<file path="src/rtl/bsc_pkg.sv">
// ----------------------------------------------------------------------------
// bsc_pkg
// shared types, codes and constants of the banker's safety check
// ----------------------------------------------------------------------------
package bsc_pkg;

  // default sizes
  localparam int DEF_MAX_PROCESSES = 16;
  localparam int DEF_MAX_RESOURCES = 8;
  localparam int DEF_VALUE_WIDTH   = 16;

  // fixed field widths
  localparam int ACTION_W     = 2;
  localparam int PROC_INDEX_W = 4;
  localparam int RES_INDEX_W  = 3;
  localparam int PROC_COUNT_W = 5;
  localparam int RES_COUNT_W  = 4;
  localparam int CFG_INDEX_W  = 2;
  localparam int CFG_DATA_W   = 5;

  // work vector entries saturate at this width
  localparam int WORK_W = 21;
  localparam logic [WORK_W-1:0] WORK_MAX = '1;

  // register reset values
  localparam logic [PROC_COUNT_W-1:0] PROC_COUNT_RST = PROC_COUNT_W'(16);
  localparam logic [RES_COUNT_W-1:0]  RES_COUNT_RST  = RES_COUNT_W'(8);

  // action codes
  localparam logic [ACTION_W-1:0] ACT_LOAD_PAIR = 2'd0;
  localparam logic [ACTION_W-1:0] ACT_LOAD_FREE = 2'd1;
  localparam logic [ACTION_W-1:0] ACT_CHECK     = 2'd2;

  // register indexes
  localparam logic [CFG_INDEX_W-1:0] CFG_PROC_COUNT = 2'd0;
  localparam logic [CFG_INDEX_W-1:0] CFG_RES_COUNT  = 2'd1;

  typedef enum logic [3:0] {
    S_IDLE,
    S_INIT,
    S_PROC,
    S_FIT_RD,
    S_FIT_CHK,
    S_ADD_RD,
    S_ADD_WR,
    S_GRANT,
    S_NEXT,
    S_VERDICT
  } bsc_state_t;

  // controller to datapath
  typedef struct packed {
    logic load_pair;
    logic load_free;
    logic init;
    logic p_clear;
    logic p_inc;
    logic r_clear;
    logic r_inc;
    logic add_work;
    logic grant;
    logic verdict;
  } bsc_cmd_t;

  // datapath to controller
  typedef struct packed {
    logic np_zero;
    logic nr_zero;
    logic flag_set;
    logic fits;
    logic last_p;
    logic last_r;
    logic all_done;
    logic progress;
  } bsc_stat_t;

endpackage

</file>
<file path="src/rtl/bsc_ctrl.sv">
// ----------------------------------------------------------------------------
// bsc_ctrl
// sequencer of the safety check: walks processes and resources
// ----------------------------------------------------------------------------
module bsc_ctrl (
  input  logic                              clk,
  input  logic                              rst,
  input  logic                              start,
  input  logic [bsc_pkg::ACTION_W-1:0]      action,
  input  bsc_pkg::bsc_stat_t                stat,
  output bsc_pkg::bsc_cmd_t                 cmd,
  output logic                              busy
);
  import bsc_pkg::*;

  bsc_state_t state, state_next;

  always_ff @(posedge clk) begin
    if (rst) begin
      state <= S_IDLE;
    end else begin
      state <= state_next;
    end
  end

  // next state
  always_comb begin
    state_next = state;
    case (state)
      S_IDLE: begin
        if (start && action == ACT_CHECK) state_next = S_INIT;
      end
      S_INIT: begin
        state_next = stat.np_zero ? S_VERDICT : S_PROC;
      end
      S_PROC: begin
        if (stat.flag_set)     state_next = S_NEXT;
        else if (stat.nr_zero) state_next = S_GRANT;
        else                   state_next = S_FIT_RD;
      end
      S_FIT_RD: begin
        state_next = S_FIT_CHK;
      end
      S_FIT_CHK: begin
        if (!stat.fits)       state_next = S_NEXT;
        else if (stat.last_r) state_next = S_ADD_RD;
        else                  state_next = S_FIT_RD;
      end
      S_ADD_RD: begin
        state_next = S_ADD_WR;
      end
      S_ADD_WR: begin
        state_next = stat.last_r ? S_GRANT : S_ADD_RD;
      end
      S_GRANT: begin
        state_next = S_NEXT;
      end
      S_NEXT: begin
        if (!stat.last_p)                        state_next = S_PROC;
        else if (stat.all_done || !stat.progress) state_next = S_VERDICT;
        else                                     state_next = S_PROC;
      end
      S_VERDICT: begin
        state_next = S_IDLE;
      end
      default: begin
        state_next = S_IDLE;
      end
    endcase
  end

  // commands
  always_comb begin
    cmd  = '0;
    busy = (state != S_IDLE);
    case (state)
      S_IDLE: begin
        cmd.load_pair = start && action == ACT_LOAD_PAIR;
        cmd.load_free = start && action == ACT_LOAD_FREE;
      end
      S_INIT: begin
        cmd.init = 1'b1;
      end
      S_PROC: begin
        cmd.r_clear = 1'b1;
      end
      S_FIT_CHK: begin
        if (stat.fits && stat.last_r) cmd.r_clear = 1'b1;
        else if (stat.fits)           cmd.r_inc   = 1'b1;
      end
      S_ADD_WR: begin
        cmd.add_work = 1'b1;
        cmd.r_inc    = !stat.last_r;
      end
      S_GRANT: begin
        cmd.grant = 1'b1;
      end
      S_NEXT: begin
        if (!stat.last_p) cmd.p_inc = 1'b1;
        else              cmd.p_clear = 1'b1;
      end
      S_VERDICT: begin
        cmd.verdict = 1'b1;
      end
      default: begin
        cmd = '0;
      end
    endcase
  end

endmodule

</file>
<file path="config.mk">
export PLATFORM = sky130hd
export DESIGN_NAME = bsc_ctrl
export DESIGN_NICKNAME = d
export VERILOG_FILES = /design/src/rtl/bsc_pkg.sv /design/src/rtl/bsc_ctrl.sv
export SDC_FILE = /design/constraint.sdc
export NUM_CORES = 1
export LEC_CHECK = 0
export BUFFER_PORTS_ARGS = -buffer_cell sky130_fd_sc_hd__buf_2
export CAP_MARGIN = 20
export CORE_AREA = 2 2 39 41
export CTS_CLUSTER_SIZE = 14
export DETAILED_ROUTE_END_ITERATION = 10
export DIE_AREA = 0 0 41 43
export SLEW_MARGIN = 20
export SYNTH_ARGS = -nofsm -noshare
export SYNTH_HDL_FRONTEND = slang
export SYNTH_SLANG_ARGS = --single-unit
</file>
<file path="constraint.sdc">
create_clock -name clk -period 2.2 [get_ports clk]
set_input_delay 0.44 -clock clk [delete_from_list [all_inputs] [get_ports clk]]
set_output_delay 0.44 -clock clk [all_outputs]
set_load 0.01 [all_outputs]
</file>
; ---- Yosys cells after proc, flatten, opt, wreduce, memory -nomap -nowiden
; Index checks and enable logic that the tools add are counted.
[totals]
reg_bits = 4
in_bits = 13
[op_classes]
n_eq_ne = 12
n_mux = 23
n_reduce_logical = 10
[op_table]
columns = op, n
row1 = 4-bit case mux with 9 select lines, 1
row2 = 4-bit 2-to-1 mux, 6
row3 = 4-bit by 3-bit == test with 1-bit output (second input constant), 4
row4 = 1-bit 2-to-1 mux, 9
row5 = 4-bit by 2-bit == test with 1-bit output (second input constant), 2
row6 = 4-bit == test (second input constant), 2
row7 = 2-bit 2-to-1 mux, 3
row8 = 3-bit 2-to-1 mux, 2
row9 = 4-bit by 1-bit == test with 1-bit output (second input constant), 1
row10 = 1-bit logical AND, 4
row11 = 4-bit zero test, 1
row12 = 1-bit case mux with 2 select lines, 2
row13 = 4-bit nonzero test, 1
row14 = 2-bit by 1-bit == test with 1-bit output (second input constant), 1
row15 = 2-bit == test (second input constant), 1
row16 = 1-bit zero test, 2
row17 = 2-bit zero test, 1
row18 = 2-bit != test (second input constant), 1
row19 = 1-bit logical OR, 1

; ---- Logic depth before layout (Yosys ltp)
[logic_depth]
word_depth = 5
mapped_depth = 5
depth_no_buf = 4

; ---- Worst setup path after synthesis
; No wires, ideal clock.
[synth_timing]
kind = register to output
from = register state[2]
to = output cmd[9] (netlist name)
arrival_time_ps = 1302
t_required_ps = 1760
setup_slack_ps = 458
path_stages_with_launch = 6
n_path_buf = 1
path_cell_list = dfxtp_1 > buf_6 > or3_4 > nor2_1 > inv_1 > nor4b_2
[synth_lines]
columns = item, line
row1 = start: declaration, bsc_ctrl.sv:16  ; bsc_state_t state, state_next;
row2 = start signal: assignment, bsc_ctrl.sv:22  ; state <= state_next;
row3 = end: declaration, bsc_ctrl.sv:11  ; output bsc_pkg::bsc_cmd_t cmd,

==> impl_metrics.env <==
export IMPL_status="finished clean"
export IMPL_drive_above_1_share_pct=38.1
export IMPL_setup_viol=0
export IMPL_synthDistinctLibCells=30
export IMPL_p_total_uw=213
export IMPL_crit_family="simple AND/OR/NAND/NOR gates"
export IMPL_synth_ff_latch_count=4
export IMPL_clk_pin_slew_ns=0.04
export IMPL_combPwrFrac_pct=21.8
export IMPL_antenna_left=0
export IMPL_io_buffer_count=23
export IMPL_die_h_microns=43
export IMPL_synthTopCellsByArea="dfxtp_1 (18%), a21oi_1 (5.7%), nor2_1 (5.1%), and4b_1 (4.6%), nor3_1 (4.6%)"
export IMPL_reg_top3="state (4)"
export IMPL_yosysTopAreaCellShare_pct=18.3
export IMPL_grt_pass1_wl_mm=1.77
export IMPL_track_usage_pct=14.5
export IMPL_crit_chain="or3_4 > nor2_1 > inv_1 > nor4b_2 > buf_2"
export IMPL_hold_buffers=0
export IMPL_critPathMaxStageDelay_ns=0.42
export IMPL_grt_pass1_vias=442
export IMPL_reg2reg_from="state[3]"
export IMPL_period_minus_slack_ns=2.03
export IMPL_synth_top_cells_by_count="nor2_1 (6), a21oi_1 (5), inv_1 (5), nand2_1 (5)"
export IMPL_worstSkewPairLatency_ns=0.23
export IMPL_area_growth_pct=31.4
export IMPL_drt_wirelength_per_cell_microns=10.6
export IMPL_start_util_pct=31.6
export IMPL_totalWireLength_mm=1.06
export IMPL_start_kind="flop"
export IMPL_clock_sinks=4
export IMPL_netlist_area_sq_um=438
export IMPL_stdcell_count=100
export IMPL_switching_power_uw=55.4
export IMPL_final_hold_viol_count=0
export IMPL_tightest_slew_ns=0.384
export IMPL_place_congestion=0.736
export IMPL_firstDrtPassIters=4
export IMPL_period_share_pct=92.4
export IMPL_power_density_nw_per_um2=371
export IMPL_drc=0
export IMPL_setup_tns_final_ns=0
export IMPL_synth_ff_type="dfxtp_1"
export IMPL_hold_class="input pin to flop"
export IMPL_yosysTopAreaCell="dfxtp_1"
export IMPL_holdWs_ns=0.519
export IMPL_worst_r2r_path_depth=4
export IMPL_root_buffer="clkbuf_4"
export IMPL_routed_via_count=502
export IMPL_synth_area_per_cell_sq_um=7.18
export IMPL_multi_input_comb_area_sq_um=318
export IMPL_drtIter0Drc=6
export IMPL_min_delay_start="rst"
export IMPL_placedCellCount=97
export IMPL_row_count=14
export IMPL_regMostFlops="state"
export IMPL_p_leak_nw=0.274
export IMPL_ios=24
export IMPL_required_ns=1.76
export IMPL_pwr_share_clk_pct=41.4
export IMPL_dieWidth_microns=41
export IMPL_antennaDiodeCount=0
export IMPL_worstPathArrival_ns=1.59
export IMPL_rrSetupSlack_ns=0.82
export IMPL_critical_path_class="flop to output pin"
export IMPL_drv_cap=0
export IMPL_fin_nets=99
export IMPL_rsz0062_at_grt="false"
export IMPL_fin_worst_skew_ns=0.00170
export IMPL_cts_tree="built"
export IMPL_hold_path_endpoint="state[1]"
export IMPL_slowest_stage="or3_4"
export IMPL_endpoint_kind="output pin"
export IMPL_seqCellArea_sq_um=81.3
export IMPL_p_sw_share_pct=26.0
export IMPL_ir_drop_mv=0.197
export IMPL_maxSlewHeadroom_pct=74.3
export IMPL_yosysWarnings=0
export IMPL_internal_power_uw=158
export IMPL_grt_max_degree=13
export IMPL_overflow=0
export IMPL_die_area_sq_um=1760
export IMPL_holdPathStages=4
export IMPL_async_reset_ff_share_pct=0
export IMPL_htreeDepth=1
export IMPL_largest_register_ff_count=4
export IMPL_fill_cells=159
export IMPL_antenna_found_initial=0
export IMPL_synth_edf_count=0
export IMPL_vias_per_cell=5.02
export IMPL_synth_nets=74
export IMPL_final_max_slew_viol_count=0
export IMPL_yosysSeqAreaShare_pct=18.3
export IMPL_p_seq_share_pct=36.7
export IMPL_numCtsBuffers=3
export IMPL_synth_most_common_cell="nor2_1"
export IMPL_worst_path_buf_inv=2
export IMPL_netlist_instances=61
export IMPL_r2r_end="state[1]"
export IMPL_clockBufferDepth=2
export IMPL_hpwl_microns=841
export IMPL_fmax_mhz=492
export IMPL_core_sq_um=1380
export IMPL_path_max_fanout=10
## worst max path at each step
stage | from | end | cells after the start
CTS | state[1] | cmd[9] | 5
detailed placement | state[1] | cmd[9] | 5
finish | state[2] | cmd[9] | 5
global route | state[2] | cmd[9] | 5
floorplan | state[2] | cmd[9] | 5
global placement | state[1] | cmd[9] | 5
## worst min-delay path: stages
cell and delay [ns]:
buf_2 0.09, a21oi_2 0.03, o31ai_2 0.09, a21oi_1 0.05
## stage by stage
| stage | cell area, sq um | util, % | setup slack (ns) |
|---|---|---|---|
| floorplan | 438 | - | 0.458 |
| global placement | 552 | 39.9 | 0.380 |
| detailed placement | 552 | 39.9 | 0.339 |
| CTS | 574 | 41.5 | 0.0854 |
| global route | 576 | 41.6 | 0.0480 |
| finish | 576 | 41.6 | 0.168 |
## final cells by class
cell class              count  share of cell area (%)
multi-input cells          49                    55.2
repair buffers             23                    20.0
flip-flops and latches      4                    14.1
clock buffers               3                    3.91
well taps                  16                    3.48
inverters                   5                    3.26
## placed cells by master, fill, tap and decap left out, drive strengths merged, types with 2 or more instances in the layout
cell / instances
a21boi: 2
inv: 5
nand2: 5
a21oi: 6
dfxtp: 4
o21ai: 3
clkbuf: 3
nor2b: 2
nand2b: 2
nand3: 2
nor3: 5
nor2: 6
and4b: 2
buf: 23
## per-layer routing
metal  wire length [microns]  vias up  GRT usage (%)
met3                      49        0           3.14
met4                       0        0           8.00
met2                     516       11           20.6
met1                     494      218           19.3
met5                       0        -              0
li1                        -      273              -
## power by group through the flow
| stage | Clock [mW] | Sequential (mW) | Combinational, mW |
|---|---|---|---|
| 2_1_floorplan | 0 | 0.0777 | 0.0259 |
| 4_1_cts | 0.0938 | 0.0782 | 0.0472 |
| 3_3_place_gp | 0 | 0.0795 | 0.0462 |
| 3_5_place_dp | 0 | 0.0794 | 0.0471 |
| 5_1_grt | 0.0995 | 0.0789 | 0.0524 |
| 6_report | 0.0884 | 0.0784 | 0.0466 |
## timing repair
| item | CTS | global route |
|---|---|---|
| endpoints found under the setup margin | 0 | 1 |
| setup buffers | 0 | 0 |
| resized for setup | 0 | 1 |
## cells by family (layout without fill, tap and decap cells)
kind of cell / Yosys count / count (layout) / share of synthesized area, %
DFF: 4 / 4 / 18.3
AOI/OAI and AO/OA: 18 / 18 / 28.6
buffers and inverters: 8 / 31 / 9.14
xor gates and xnor gates: 1 / 1 / 2.00
and+or+nand+nor: 30 / 30 / 42.0
Power figures use the tool's default switching activity.
